File: src/rtl/svfc_pkg.sv
// Shared types and constants for the sorted value frequency counter.
// No dependencies; imported by svfc_cell and sorted_value_frequency_count.
package svfc_pkg;

   localparam int ITEMS       = 16;  // items in a set when last never comes (2..64)
   localparam int TABLE_DEPTH = 16;
   localparam int VALUE_W     = 10;
   localparam int COUNT_W     = 5;
   localparam int ITEMS_W     = (ITEMS > 1) ? $clog2(ITEMS) : 1;

   localparam logic [COUNT_W-1:0] COUNT_MAX = '1;

   typedef struct packed {
      logic [VALUE_W-1:0] value;
      logic               last;
   } svfc_req_type;

   typedef struct packed {
      logic [VALUE_W-1:0] distinct_value;
      logic [COUNT_W-1:0] occurrences;
      logic               final_res;
   } svfc_rsp_type;

   // broadcast to every cell of the chain
   typedef struct packed {
      logic               insert;
      logic               hit;
      logic               full;
      logic               drain;
   } svfc_ctrl_type;

   // what a cell shows to its neighbors and to the top level
   typedef struct packed {
      logic               valid;
      logic               lt;
      logic               eq;
      logic [VALUE_W-1:0] value;
      logic [COUNT_W-1:0] count;
   } svfc_link_type;

endpackage

File: src/rtl/svfc_cell.sv
// One table entry of the sorted chain: value, count and valid bit.
// Depends on svfc_pkg.
module svfc_cell
   import svfc_pkg::*;
(
   input  logic               clock,
   input  logic               reset,
   input  svfc_ctrl_type      ctrl,
   input  logic [VALUE_W-1:0] key,
   input  svfc_link_type      left,
   input  svfc_link_type      right,
   output svfc_link_type      self
);

   logic               valid_ff, valid_in;
   logic [VALUE_W-1:0] value_ff, value_in;
   logic [COUNT_W-1:0] count_ff, count_in;
   logic               lt, eq;

   // compare against the incoming value, kept apart from ctrl
   assign lt = valid_ff && (value_ff < key);
   assign eq = valid_ff && (value_ff == key);

   always_comb begin
      valid_in = valid_ff;
      value_in = value_ff;
      count_in = count_ff;
      if (ctrl.drain) begin
         valid_in = right.valid;
         value_in = right.value;
         count_in = right.count;
      end else if (ctrl.insert) begin
         if (ctrl.hit) begin
            if (eq && count_ff != COUNT_MAX) begin
               count_in = count_ff + 1'b1;
            end
         end else if (!ctrl.full && !lt) begin
            // left below the new value: this is the slot; else make room
            if (left.lt) begin
               valid_in = 1'b1;
               value_in = key;
               count_in = COUNT_W'(1);
            end else if (left.valid) begin
               valid_in = 1'b1;
               value_in = left.value;
               count_in = left.count;
            end
         end
      end
   end

   always_ff @(posedge clock) begin
      if (reset) begin
         valid_ff <= 1'b0;
      end else begin
         valid_ff <= valid_in;
      end
   end

   always_ff @(posedge clock) begin
      value_ff <= value_in;
      count_ff <= count_in;
   end

   assign self = '{valid: valid_ff, lt: lt, eq: eq, value: value_ff, count: count_ff};

endmodule

File: src/rtl/sorted_value_frequency_count.sv
// Sorted value frequency counter: top level with the cell chain and drain control.
// Depends on svfc_pkg and svfc_cell.
//
// Items arrive on req_ (value, last). Each accepted item is compared against all
// table cells at once and inserted, or counted, in the cycle it is accepted, so
// a set streams in at one item per cycle. A set ends on an item with last set or
// on the ITEMS-th item. The chain then drains out of cell 0 through the rsp_
// output register, lowest value first, one result per cycle while rsp_ready is
// high; rsp_valid rises once the ending item has set state_ff to DRAIN and the
// first result is in the output register; final_res marks the last one. A set
// of N distinct values leaves as N results via the single shift out of cell 0.
// req_ready is low during the drain and returns the cycle after the final
// result is loaded. A stalled receiver holds the output register and freezes
// the drain. New distinct values arriving with all cells in use are dropped;
// counts saturate. Reset clears all cell valid bits, item counter and rsp_valid.
module sorted_value_frequency_count
   import svfc_pkg::*;
(
   input  logic         clock,
   input  logic         reset,
   input  logic         req_valid,
   output logic         req_ready,
   input  svfc_req_type req_data,
   output logic         rsp_valid,
   input  logic         rsp_ready,
   output svfc_rsp_type rsp_data
);

   typedef enum logic {COLLECT, DRAIN} state_type;

   state_type          state_ff;
   logic [ITEMS_W-1:0] items_ff;
   logic               rsp_valid_ff;
   svfc_rsp_type       rsp_data_ff;

   svfc_ctrl_type         ctrl;
   svfc_link_type         link  [TABLE_DEPTH];
   svfc_link_type         left  [TABLE_DEPTH];
   svfc_link_type         right [TABLE_DEPTH];
   logic [TABLE_DEPTH-1:0] cell_valid;
   logic [TABLE_DEPTH-1:0] cell_eq;
   logic                   accept;
   logic                   end_set;
   logic                   drain;

   assign req_ready = (state_ff == COLLECT);
   assign accept    = req_valid && req_ready;
   assign end_set   = req_data.last || (items_ff == ITEMS_W'(ITEMS - 1));
   assign drain     = (state_ff == DRAIN) && (!rsp_valid_ff || rsp_ready);

   always_comb begin
      for (int i = 0; i < TABLE_DEPTH; i++) begin
         cell_valid[i] = link[i].valid;
         cell_eq[i]    = link[i].eq;
      end
   end

   assign ctrl = '{insert: accept, hit: |cell_eq, full: cell_valid[TABLE_DEPTH-1],
                   drain: drain};

   always_comb begin
      for (int i = 0; i < TABLE_DEPTH; i++) begin
         // cell 0 sees a "below" left edge so it takes the smallest value
         if (i == 0) begin
            left[i] = '{valid: 1'b0, lt: 1'b1, eq: 1'b0, value: '0, count: '0};
         end else begin
            left[i] = link[i-1];
         end
         if (i == TABLE_DEPTH-1) begin
            right[i] = '0;
         end else begin
            right[i] = link[i+1];
         end
      end
   end

   for (genvar g = 0; g < TABLE_DEPTH; g++) begin : gen_cell
      svfc_cell u_cell (
         .clock (clock),
         .reset (reset),
         .ctrl  (ctrl),
         .key   (req_data.value),
         .left  (left[g]),
         .right (right[g]),
         .self  (link[g])
      );
   end

   always_ff @(posedge clock) begin
      if (reset) begin
         state_ff     <= COLLECT;
         items_ff     <= '0;
         rsp_valid_ff <= 1'b0;
      end else begin
         if (drain) begin
            rsp_valid_ff <= 1'b1;
         end else if (rsp_valid_ff && rsp_ready) begin
            rsp_valid_ff <= 1'b0;
         end
         unique case (state_ff)
            COLLECT: begin
               if (accept) begin
                  if (end_set) begin
                     items_ff <= '0;
                     state_ff <= DRAIN;
                  end else begin
                     items_ff <= items_ff + 1'b1;
                  end
               end
            end
            DRAIN: begin
               if (drain) begin
                  rsp_data_ff  <= '{distinct_value: link[0].value,
                                    occurrences:    link[0].count,
                                    final_res:      !link[1].valid};
                  if (!link[1].valid) begin
                     state_ff <= COLLECT;
                  end
               end
            end
            default: state_ff <= COLLECT;
         endcase
      end
   end

   assign rsp_valid = rsp_valid_ff;
   assign rsp_data  = rsp_data_ff;

   // occupied cells form a prefix of the chain
   a_prefix: assert property (@(posedge clock) disable iff (reset)
      ((cell_valid >> 1) & ~cell_valid) == '0)
      else $error("svfc: hole in cell chain");

   // while collecting, never more entries than items taken
   a_fill: assert property (@(posedge clock) disable iff (reset)
      state_ff == COLLECT |-> $countones(cell_valid) <= int'(items_ff))
      else $error("svfc: entries exceed items taken");

   // drain entered only with a nonempty table
   a_drain_nonempty: assert property (@(posedge clock) disable iff (reset)
      $rose(state_ff == DRAIN) |-> cell_valid[0])
      else $error("svfc: drain with empty table");

   for (genvar g = 1; g < TABLE_DEPTH; g++) begin : gen_order_chk
      a_order: assert property (@(posedge clock) disable iff (reset)
         link[g].valid |-> link[g-1].value < link[g].value)
         else $error("svfc: table out of order");
   end

endmodule
File: config.mk
export PLATFORM = sky130hd
export DESIGN_NAME = sorted_value_frequency_count
export DESIGN_NICKNAME = d
export VERILOG_FILES = /design/src/rtl/svfc_pkg.sv /design/src/rtl/svfc_cell.sv /design/src/rtl/sorted_value_frequency_count.sv
export SDC_FILE = /design/constraint.sdc
export NUM_CORES = 1
export LEC_CHECK = 0
export BUFFER_PORTS_ARGS = -buffer_cell sky130_fd_sc_hd__buf_2
export CAP_MARGIN = 0
export CORE_MARGIN = 3
export CORE_UTILIZATION = 30
export CTS_CLUSTER_SIZE = 24
export DETAILED_ROUTE_END_ITERATION = 12
export GPL_TIMING_DRIVEN = 0
export HOLD_SLACK_MARGIN = 0.15
export RECOVER_POWER = 25
export SLEW_MARGIN = 20
export SYNTH_ARGS = -nofsm -noshare
export SYNTH_HDL_FRONTEND = slang
export SYNTH_SLANG_ARGS = --single-unit
File: constraint.sdc
create_clock -name clock -period 3.4 [get_ports clock]
set_input_delay 0.51 -clock clock [delete_from_list [all_inputs] [get_ports clock]]
set_output_delay 0.51 -clock clock [all_outputs]
set_load 0.01 [all_outputs]
# Yosys cells after proc, flatten, opt, wreduce, memory -nomap -nowiden
# Index checks and enable logic that the tools add are counted.
# totals
regBits	278
in_bits	15
output_inout_bits	18
word_cells	623
# classes
n_addsub	17
order_cmp	16
n_eq_ne	50
mux	296
n_bitwise	3
reduce_logical	187
# op_table
cell	count
10-bit two-way mux	90
5-bit two-way mux	108
10-bit == test	16
10-bit < comparator	16
4-bit AND reduction	30
1-bit two-way mux	96
3-bit nonzero test	30
5-bit by 1-bit adder with 5-bit output (second input constant)	16
5-bit inequality test (second input constant)	16
1-bit logical AND	67
4-bit nonzero test	14
3-bit by 1-bit inequality test with 1-bit output (second input constant)	15
2-bit nonzero test	19
1-bit logical NOT	19
16-bit OR reduction	1
3-bit AND reduction	3
4-bit by 1-bit adder with 4-bit output (second input constant)	1
4-bit == test (second input constant)	1
4-bit two-way mux	1
2-bit by 1-bit inequality test with 1-bit output (second input constant)	2
1-bit NOT	3
1-bit logical OR	2
1-bit case mux with 2 select lines	1
2-bit AND reduction	1
2-bit OR reduction	1

# Longest topological paths before layout
# Gate-level depths: netlist of run 1.
# logic_depth
depth_word	8
mapped_depth	12
mapped_depth_nobuf	9

# By module
# Synthesis of run 1 repeated with hierarchy kept, for this count alone.
# hier_totals
cells_unflattened	2073
area_unflattened_um2	19701.4
# modules_own_cells
module	instances	cells_each	area_each_um2	seq_area_each_um2
svfc_cell	16	126	1181.1	470.5
sorted_value_frequency_count	1	57	803.3	600.6

# Worst setup path before layout of run 1
# No wires, ideal clock.
# synth_timing
path_kind	input-to-reg
start	input port req_data[10] (netlist name)
end	register gen_cell[1].u_cell.count_ff[0] (enable)
setup_ns	0.374
arrival_ns	3.308
t_required_ns	3.026
path_slack_ns	-0.282
stages	11
path_buffers	2
path_cell_list	clkinv_1 clkbuf_1 ha_1 nand4_1 nor3_1 nor4_1 nand4_2 nor2_2 buf_2 a32oi_1 o21ai_0
# synth_via
elab_chain_cells	6
elab_cells_between_ends	44
cone_classes	2 x order compare; 17 x eq/ne; 25 x reduce/logical
# synth_rtl
item	line_no	source
from (decl)	sorted_value_frequency_count.sv:23	input svfc_req_type req_data,
10-bit < comparator	svfc_cell.sv:21	assign lt = valid_ff && (value_ff < key);
1-bit logical AND	svfc_cell.sv:21	
1-bit logical NOT	svfc_cell.sv:37	end else if (!ctrl.full && !lt) begin
1-bit logical AND	svfc_cell.sv:37	
3-bit nonzero test (no line)	--	
4-bit AND reduction (no line) (*)	--	
to (signal assigned)	svfc_cell.sv:62	count_ff <= count_in;
to (decl)	svfc_cell.sv:17	logic [COUNT_W-1:0] count_ff, count_in;
# Mark *: on every way between the ends. The rest lies on a longest branch, timed or not.
# A chain may end at the register's enable or synchronous reset.

# Final worst setup path of run 1
# layout_timing
start	input port req_data[5] (netlist name)
end	register gen_cell[10].u_cell.count_ff[2] (enable)
# layout_via
elab_chain_cells	6
elab_cells_between_ends	44
cone_classes	2 x order compare; 17 x eq/ne; 25 x reduce/logical
# layout_rtl
item	line_no
10-bit < comparator	svfc_cell.sv:21
1-bit logical AND	svfc_cell.sv:21
1-bit logical NOT	svfc_cell.sv:37
1-bit logical AND	svfc_cell.sv:37
3-bit nonzero test (no line)	--
4-bit AND reduction (no line) (*)	--
to (signal assigned)	svfc_cell.sv:62
to (decl)	svfc_cell.sv:17
# Marked as above.

==> impl_metrics.csv, run 1 <==
group,metric,value,unit
power_and_ir_drop,p_per_area,488,nW/um2
layout,drive_above_1_share,0.0712,
sta,timing.hold.ws,420,ps
global_route,gr-max-usage-layer,"met2",
route,wirelength,61300,um
die,num_io_pins,33,
logic_synthesis,synth_enable_flop_cells,241,
sta,tightest_slew,916,ps
place,gp_congestion,0.929,
logic_synthesis,synth_cell_types,52,
global_route,antenna_found_initial,1,
sta,report.final.slew_viol_count,0,
sta,timing.fmax,303,MHz
global_route,use_met3,0.0296,
die,dieArea,62700,um2
sta,slew_headroom,0.389,
logic_synthesis,synth_top_area_frac,0.404,
layout,post-route-cell-area,20500,um2
clocking,cts.sinks,278,
setup_path,arrival,3550,ps
route,drc,0,
setup_path,r2r_end,"gen_cell[0].u_cell.value_ff[3]",
route,first_pass_iters,5,
setup_path,rrSetupSlack,170,ps
setup_path,critical_path_required,3650,ps
setup_path,critPathKind,"in -> reg",
clocking,cts.path.max_buffers,3,
logic_synthesis,ys_warn_count,0,
place,hpwlAfterDp,44800,um
logic_synthesis,ys_ff_latch,278,
global_route,grt_use_total,0.189,
place,place_area,19100,um2
power_and_ir_drop,p_leak,7.86,nW
global_route,use_met1,0.257,
die,fp.dieH,250,um
sta,skew,20.5,ps
clocking,ctsHtreeMaxLevel,2,
logic_synthesis,synth_cells,1934,
sta,hold_viol,0,
setup_path,worstRegToRegCells,8,
logic_synthesis,synthFlopType,"edfxtp_1",
setup_path,worstSetupStartpointType,"primary input",
route,post_drt_wl_per_cell,21.9,um
clocking,cts_made_buffers,35,
logic_synthesis,yosysSeqAreaShare,0.445,
global_route,grt_pass1_wl,93100,um
place,port_buffers,32,
die,core_area,58400,um2
route,num_vias,15900,
setup_path,crit_start,"req_data[5]",
clocking,clk_pin_slew,60,ps
clocking,clock_tree.root_cell,"clkbuf_16",
run_status,status,"complete, no violations",
sta,fin_crit_sh,0.971,
logic_synthesis,synth_common_cells,"nor2_1, edfxtp_1, ha_1",
route,detail-route-antenna-nets,0,
layout,fillers,5969,
sta,setup_viol,0,
die,row_count,88,
route,avgViaCountPerCell,5.69,
sta,finalCriticalPeriod,3300,ps
setup_path,endpoint,"gen_cell[10].u_cell.count_ff[2]",
layout,nets,2219,
route,drtIter0Drc,1666,
logic_synthesis,synth_top_area_cell,"edfxtp_1",
global_route,first_global_vias,15600,
logic_synthesis,ys_top_cells_by_area,"edfxtp_1, ha_1, nor2_1, o21ai_0, a21oi_1",
clocking,clk_latency,550,ps
global_route,overflow,0,
logic_synthesis,synth_area_per_cell,9.26,um2
die,initial_core_util,0.307,
setup_path,crit_path_end_kind,"flip-flop",
clocking,tritoncts,"yes",
logic_synthesis,synthArstFlopShare,0,
sta,rsz0062_at_grt,"no",
hold_path,hp-class,"in -> reg",
setup_path,path_max_fanout,25,
power_and_ir_drop,peakVddDrop,0.359,mV
setup_path,r2r-start,"rsp_valid",
die,die_x,250,um
global_route,met2_usage,0.297,
global_route,grt_max_degree,26,
layout,area_growth,14.2,%
logic_synthesis,synth_most_common_cell,"nor2_1",
logic_synthesis,synthesis.nets,2142,
logic_synthesis,netlist_area,17900,um2
run,maxCapViolCount,0,
[per-stage QoR]
step                setup WS (ps)   util  setup TNS, ps  total power (W)  std cells
floorplan                   -6.93      -           -276          0.00556       1934
global placement            -2240  0.326        -620540          0.00610       2731
detailed placement          -2240  0.327        -629850          0.00619       2732
CTS                          9.57  0.350              0          0.00996       2799
global route                 8.79  0.351              0           0.0104       2802
finish                       97.4  0.351              0          0.00998       2802
[sequential cells by signal, indices dropped and copies added, names as in the netlist]
signal,count
state_ff,1
gen_cell.u_cell.value_ff,160
rsp_valid,1
items_ff,4
rsp_data,16
gen_cell.u_cell.count_ff,80
gen_cell.u_cell.valid_ff,16
[layout make-up]
cell class / count / area (um2) / area share
multi-input cells: 1455 / 9230 / 0.451
flip-flops and latches: 278 / 7980 / 0.390
clock buffers: 52 / 992 / 0.0485
well taps: 765 / 957 / 0.0468
plain buffers: 118 / 631 / 0.0308
inverters: 83 / 324 / 0.0158
repair buffers: 40 / 210 / 0.0103
clock inverters: 10 / 128 / 0.00624
diodes: 1 / 2.50 / 0.000122
[how the worst min path moves through the flow]
stage                                               from          end  slack, ps  cells past startpoint
after CTS                                          reset  items_ff[2]        370                      3
final                                          rsp_ready    rsp_valid        420                      3
after global routing                           rsp_ready    rsp_valid        430                      3
after global placement                       items_ff[1]  items_ff[1]        460                      2
after floorplan           gen_cell[0].u_cell.value_ff[0]  rsp_data[6]        450                      0
after detailed placement                     items_ff[1]  items_ff[1]        500                      2
[where the power goes]
group	total, W	internal [W]	switching (W)	leakage, nW
Clock	0.00376	0.00225	0.00151	0.539
Sequential	0.00446	0.00413	0.000331	2.54
Combinational	0.00176	0.000641	0.00111	4.78
Total	0.00998	0.00702	0.00296	7.86
[placed cells by master, fill, tap and decap left out, types with 13 or more instances in the layout]
master	n
a211oi_1	19
a21o_1	33
a21oi_1	184
a221oi_1	58
a32oi_1	14
and3_1	16
buf_2	33
clkbuf_1	115
clkbuf_16	41
dfxtp_1	37
edfxtp_1	241
ha_1	193
inv_1	74
mux2i_1	15
nand2_1	179
nand3_1	53
nand4_1	33
nor2_1	297
nor2b_1	31
nor3_1	15
o211ai_1	13
o21ai_0	174
o311a_1	13
xnor2_1	16
xor2_1	17
[critical path, stage by stage]
cell,delay [ps]
buf_2,90
clkinv_2,190
buf_8,290
ha_1,330
nand4_1,150
nor3_1,650
nor4_2,120
nand4_2,120
buf_4,160
nor2_4,70
buf_4,220
a32oi_1,420
o21ai_2,200
[timing repair]
| action | CTS | global route |
|---|---|---|
| hold buffers | 0 | 0 |
| endpoints found under the setup margin | 456 | 276 |
| gates cloned | 0 | 1 |
| gates resized for setup | 68 | 10 |
| pin swaps | 3 | 1 |
| buffers inserted | 5 | 1 |
[kinds of logic (layout without fill, tap and decap cells)]
logic type,after synthesis,in the layout,share of synthesized area
XOR/XNOR,33,33,0.0161
flip-flops,278,278,0.445
AO/OA/AOI/OAI,558,558,0.191
adder cells (fa/ha/maj),193,193,0.135
other,0,1,0
AND/OR/NAND/NOR,654,654,0.158
multiplexers,17,17,0.00964
buffers and inverters,201,303,0.0445
[metal layers]
| metal | part of all wire | up-vias |
|---|---|---|
| li1 | - | 7267 |
| met1 | 0.43 | 7728 |
| met2 | 0.45 | 785 |
| met3 | 0.081 | 158 |
| met4 | 0.042 | 0 |
| met5 | 0 | - |
Power figures use the tool's default switching activity.
==> run 2: changes to the inputs <==
ABC_AREA = 1   (was default)
==> run 2 against run 1 <==
Net effect: synthesized area rose by 0.85%; clock skew increased by 2.4 ps; largest cell class unchanged; core utilization is 0.36 points lower; global-route usage is 0.75 points lower; first-iteration DRC count grew 2.3%; highest routed layer is now met5; count of clock-buffer cells in the layout fell by 7; wire length is 2.1% lower.
==> impl_metrics.csv, run 2 <==
group,metric,value,unit
setup_path,arrival,3590,ps
run_status,status,"complete, no violations",
logic_synthesis,synth_cell_types,30,
layout,top_register,"gen_cell.u_cell.value_ff",
global_route,use_met1,0.245,
layout,area_growth,13.8,%
power_and_ir_drop,clockPowerShare,0.353,
setup_path,critPathKind,"in -> reg",
place,gp_congestion,0.889,
layout,largestRegisters,"gen_cell.u_cell.value_ff x160, gen_cell.u_cell.count_ff x80",
sta,timing.final.ws_setup,31.4,ps
die,dieArea,63200,um2
setup_path,critical_path_required,3620,ps
logic_synthesis,ys_top_cells_by_area,"edfxtp_1, ha_1, a21oi_1, nand2_1, o21ai_0",
sta,tightest_slew,940,ps
setup_path,crit_path_end_kind,"flip-flop",
setup_path,path_max_fanout,11,
clocking,clk_latency,530,ps
layout,layout_common_cells,"nand2_1, a21oi_1, edfxtp_1",
power_and_ir_drop,power_frac_comb,0.203,
logic_synthesis,synthArstFlopShare,0,
layout,post-route-cell-area,20600,um2
global_route,antenna_found_initial,1,
logic_synthesis,synth_enable_flop_cells,241,
clocking,cts.path.max_buffers,3,
sta,finalCriticalPeriod,3370,ps
die,num_io_pins,33,
place,pre_cts_ws,-967,ps
place,place_area,19200,um2
global_route,grt_pass1_wl,89500,um
die,fp.dieH,251,um
sta,timing.hold.ws,246,ps
global_route,use_met3,0.0382,
logic_synthesis,synth_common_cells,"nand2_1, a21oi_1, edfxtp_1",
layout,largest_reg_flops,160,
sta,report.final.slew_viol_count,0,
place,port_buffers,32,
logic_synthesis,synth_cells,2141,
global_route,grt_use_total,0.181,
global_route,grt_max_degree,26,
sta,rsz0062_at_grt,"yes",
route,detail-route-antenna-nets,0,
logic_synthesis,netlist_area,18100,um2
layout,fillers,6158,
global_route,gr-max-usage-layer,"met2",
logic_synthesis,synthesis.nets,2349,
layout,final_common_cell,"nand2_1",
die,core_area,59200,um2
layout,nets,2436,
sta,setup_viol,0,
global_route,met2_usage,0.292,
route,first_pass_iters,6,
power_and_ir_drop,peakVddDrop,0.315,mV
power_and_ir_drop,p_per_area,482,nW/um2
logic_synthesis,ys_ff_latch,278,
logic_synthesis,ys_warn_count,0,
clocking,cts.sinks,278,
global_route,overflow,0,
route,wirelength,60000,um
logic_synthesis,synth_area_per_cell,8.44,um2
logic_synthesis,yosysSeqAreaShare,0.442,
sta,fin_crit_sh,0.991,
die,die_x,251,um
route,drc,0,
power_and_ir_drop,internal_power,0.00679,W
logic_synthesis,synth_most_common_cell,"nand2_1",
global_route,first_global_vias,15400,
clocking,cts_made_buffers,34,
layout,seq_area,7980,um2
clocking,clk_pin_slew,60,ps
layout,drive_above_1_share,0.0666,
power_and_ir_drop,p_sw_frac,0.314,
route,post_drt_wl_per_cell,19.8,um
clocking,clock_tree.root_cell,"clkbuf_16",
logic_synthesis,synth_top_area_cell,"edfxtp_1",
power_and_ir_drop,seq_power_share,0.444,
clocking,ctsHtreeMaxLevel,2,
route,avgViaCountPerCell,5.37,
place,hpwlAfterDp,45100,um
layout,multi_input_area,9170,um2
sta,skew,22.9,ps
layout,n_antenna_cell,0,
route,num_vias,16200,
setup_path,worstSetupStartpointType,"primary input",
die,initial_core_util,0.305,
logic_synthesis,synth_top_area_frac,0.401,
route,drtIter0Drc,1704,
sta,slew_headroom,0.373,
run,maxCapViolCount,0,
sta,timing.fmax,297,MHz
hold_path,hp-class,"in -> reg",
die,row_count,89,
clocking,tritoncts,"yes",
power_and_ir_drop,power_switching,0.00311,W
power_and_ir_drop,p_leak,8.44,nW
sta,hold_viol,0,
logic_synthesis,synthFlopType,"edfxtp_1",
-- run 2: power by group through the flow --
stage	sequential (W)	clock [W]	combinational, W
detailed placement	0.00446	0	0.00189
floorplan	0.00438	0	0.00132
global route	0.00443	0.00369	0.00225
finish	0.00440	0.00350	0.00201
global placement	0.00445	0	0.00182
CTS	0.00439	0.00356	0.00194
-- run 2: logic make-up (layout without fill, tap and decap cells) --
| kind of cell | Yosys count | count (layout) | synth area share |
|---|---|---|---|
| XOR/XNOR | 34 | 34 | 0.0165 |
| buffers and inverters | 245 | 355 | 0.0540 |
| flip-flops | 278 | 278 | 0.442 |
| AO/OA/AOI/OAI | 599 | 599 | 0.176 |
| AND/OR/NAND/NOR | 792 | 792 | 0.178 |
| adder cells (fa/ha/maj) | 193 | 193 | 0.134 |
-- run 2: per-layer routing --
metal	wire [um]	up-vias
met5	16	-
met4	1680	2
met3	5640	115
met2	27100	719
met1	25600	7731
li1	-	7669
-- run 2: what timing repair did --
item,in CTS,in global routing
setup endpoints to repair,258,214
pin swaps,0,0
resized for setup,28,24
gates cloned,7,3
buffers inserted,0,8
hold buffers,0,0
hold endpoints to repair,0,0
-- run 2: layout make-up --
cell class              instances  share of cell area
inverters                     143              0.0298
well taps                     773              0.0471
repair buffers                 41              0.0136
repair inverters               10             0.00365
multi-input cells            1618               0.446
plain buffers                 102              0.0216
clock buffers                  45              0.0469
clock inverters                14             0.00329
flip-flops and latches        278               0.388
-- run 2: path summary, 6_finish.rpt --
path | startpoint | slack, ps | cells past startpoint | endpoint
worst max register to register | rsp_valid | 140 | 7 | gen_cell[4].u_cell.value_ff[1]
worst min-delay path | reset | 250 | 2 | rsp_valid
worst max-delay path | req_data[7] | 30 | 15 | gen_cell[2].u_cell.value_ff[4]
worst min register to register | state_ff | 490 | 2 | state_ff
-- run 2: through the flow --
stage,instances,util,total power [W],setup TNS [ps]
2_1_floorplan,2141,-,0.00570,0
3_3_place_gp,2946,0.324,0.00626,-507840
3_5_place_dp,2947,0.324,0.00635,-249060
4_1_cts,3013,0.344,0.00989,0
5_1_grt,3024,0.347,0.0104,-4.63
6_report,3024,0.347,0.00990,0
-- run 2: critical path: stages --
cell and delay (ps):
buf_2 230, clkinvlp_4 370, ha_1 400, nand2_1 70, nor2_1 60, nand3_1 170
nand2_1 90, nor2_1 250, nand2_2 220, nor2_4 240, nor2_4 110, nor2_2 220
buf_4 260, nand2_1 200, clkinvlp_4 200
==> run 3: changes to the inputs <==
--- a/config.mk
+++ b/config.mk
@@ -17,3 +17,2 @@
 export RECOVER_POWER = 25
-export SLEW_MARGIN = 20
 export SYNTH_ARGS = -nofsm -noshare
--- a/constraint.sdc
+++ b/constraint.sdc
@@ -3,2 +3,2 @@
 set_output_delay 0.51 -clock clock [all_outputs]
-set_load 0.01 [all_outputs]
+set_load 0.005 [all_outputs]
==> run 3 against run 2 <==
Net effect: design area is 0.55% higher; hold slack worse by 38 ps; clock skew is 11 ps higher; critical endpoint is now gen_cell[1].u_cell.value_ff[7].
==> impl_metrics.csv, run 3 (synthesized netlist as in run 2, its figures left out) <==
group,metric,value,unit
sta,setup_viol,0,
run,maxCapViolCount,0,
setup_path,path_max_fanout,11,
setup_path,path_common_cell,"nand2_1",
power_and_ir_drop,power_switching,0.00316,W
die,fp.dieH,251,um
die,initial_core_util,0.305,
sta,timing.hold.ws,207,ps
sta,skew,34.0,ps
hold_path,hold_depth,2,
layout,post-route-cell-area,20700,um2
die,core_area,59200,um2
hold_path,worst_hold_startpoint,"reset",
die,dieArea,63200,um2
setup_path,critical_path_required,3620,ps
clocking,ctsHtreeMaxLevel,2,
route,wirelength,59900,um
power_and_ir_drop,p_leak,8.51,nW
route,avgViaCountPerCell,5.38,
power_and_ir_drop,peakVddDrop,0.278,mV
route,drc,0,
layout,area_growth,14.4,%
layout,drive_above_1_share,0.0699,
global_route,antenna_found_initial,1,
setup_path,worstSetupStartpointType,"primary input",
setup_path,slowest_delay,440,ps
setup_path,worstRegToRegCells,7,
layout,top_register,"gen_cell.u_cell.value_ff",
sta,setup_tns,0,ps
clocking,cts.sinks,278,
global_route,first_global_vias,15500,
die,row_count,89,
hold_path,hp-class,"in -> reg",
die,num_io_pins,33,
setup_path,path_cells,"buf_2, clkinvlp_4, ha_1, nand2_1, nor2_1, nand3_1, nand2_1, nor2_1, nand2_2, nor2_4, nor2_4, nor2_2, clkbuf_4, nand2_1, clkinvlp_4",
layout,utilization,0.349,
layout,n_antenna_cell,0,
power_and_ir_drop,p_per_area,489,nW/um2
power_and_ir_drop,internal_power,0.00694,W
die,die_x,251,um
sta,finalCriticalPeriod,3320,ps
setup_path,r2r-start,"rsp_valid",
sta,timing.fmax,301,MHz
sta,tightest_slew,1230,ps
power_and_ir_drop,power.total,0.0101,W
layout,layout_common_cells,"nand2_1, a21oi_1, edfxtp_1",
layout,largestRegisters,"gen_cell.u_cell.value_ff x160, gen_cell.u_cell.count_ff x80",
layout,nets,2440,
sta,slew_headroom,0.180,
route,num_vias,16300,
setup_path,rrSetupSlack,170,ps
power_and_ir_drop,power_frac_comb,0.199,
layout,seq_area,7980,um2
place,hpwlAfterDp,45100,um
run_status,status,"complete, no violations",
sta,fin_crit_sh,0.977,
layout,final_common_cell,"nand2_1",
global_route,grt_use_total,0.181,
sta,report.final.slew_viol_count,0,
global_route,overflow,0,
power_and_ir_drop,p_sw_frac,0.313,
route,detail-route-antenna-nets,0,
setup_path,slowest_stage,"ha_1",
route,first_pass_iters,5,
layout,largest_reg_flops,160,
setup_path,critPathKind,"in -> reg",
setup_path,crit_path_end_kind,"flip-flop",
place,place_area,19200,um2
clocking,clk_latency,550,ps
clocking,clock_tree.root_cell,"clkbuf_16",
power_and_ir_drop,clockPowerShare,0.366,
place,gp_congestion,0.889,
clocking,cts.path.max_buffers,3,
route,drtIter0Drc,1780,
power_and_ir_drop,seq_power_share,0.436,
global_route,grt_pass1_wl,89600,um
clocking,cts_made_buffers,35,
clocking,tritoncts,"yes",
route,post_drt_wl_per_cell,19.7,um
global_route,grt_max_degree,26,
clocking,clk_pin_slew,60,ps
place,port_buffers,32,
sta,rsz0062_at_grt,"no",
layout,multi_input_area,9170,um2
clocking,cts_hold_buf,0,
setup_path,arrival,3540,ps
sta,hold_viol,0,
layout,fillers,6167,
hold_path,hold-path-endpoint,"rsp_valid",
setup_path,r2r_end,"gen_cell[9].u_cell.value_ff[0]",
run 3: cell types whose count changed in the layout (fill, tap and decap cells not counted), moves of 2 or more:
cell        previous run  this run
buf_2                 29        41
bufinv_16              0         2
clkbuf_1             101        99
clkbuf_2               3         1
clkinv_2               6         2
clkinvlp_4            30        28
run 3: layout make-up:
class,instances,area share
timing repair inverter,9,0.00315
sequential,278,0.386
multi-input combinational,1618,0.444
clock inverter,14,0.00642
buffer,102,0.0214
timing repair buffer,45,0.0162
clock buffer,50,0.0466
tap,773,0.0468
inverter,143,0.0296
run 3: how the worst max path moves through the flow:
stage / start / endpoint / slack [ps]
3_3_place_gp: req_data[10] / gen_cell[14].u_cell.value_ff[5] / -1540
6_report: req_data[2] / gen_cell[1].u_cell.value_ff[7] / 80
3_5_place_dp: req_data[6] / gen_cell[12].u_cell.count_ff[2] / -980
4_1_cts: req_data[7] / gen_cell[1].u_cell.value_ff[4] / 2
2_1_floorplan: req_data[10] / gen_cell[10].u_cell.count_ff[0] / 160
5_1_grt: req_data[10] / gen_cell[14].u_cell.value_ff[7] / 10
run 3: power by group through the flow:
stage	clock network, W	logic (W)	registers [W]
after floorplan	0	0.00132	0.00437
after global placement	0	0.00181	0.00445
after detailed placement	0	0.00188	0.00446
after CTS	0.00373	0.00193	0.00439
after global routing	0.00385	0.00225	0.00443
final	0.00369	0.00201	0.00440
run 3: timing repair:
item	in CTS	in global routing
endpoints found under the setup margin	246	215
resized for setup	28	22
setup buffers	0	13
endpoints found under the hold margin	0	0
cloned	6	3
run 3: metrics by stage:
step | setup slack [ps] | cells
2_1_floorplan | 159 | 2141
3_5_place_dp | -975 | 2946
6_report | 79.8 | 3032
5_1_grt | 13.1 | 3032
3_3_place_gp | -1540 | 2946
4_1_cts | 1.57 | 3016
run 3: per-layer routing:
metal  GRT usage  routed length [um]  vias to the layer above
met4      0.0555                1610                        0
met2       0.294               27100                      739
li1            -                   -                     7676
met3      0.0400                5840                       90
met5           0                   0                        -
met1       0.240               25300                     7798
run 3: worst max-delay path, delay by kind of cell:
kind | cells | cell delay (ps)
AND/OR/NAND/NOR | 10 | 1460
buffers and inverters | 4 | 1100
adder cells (fa/ha/maj) | 1 | 440
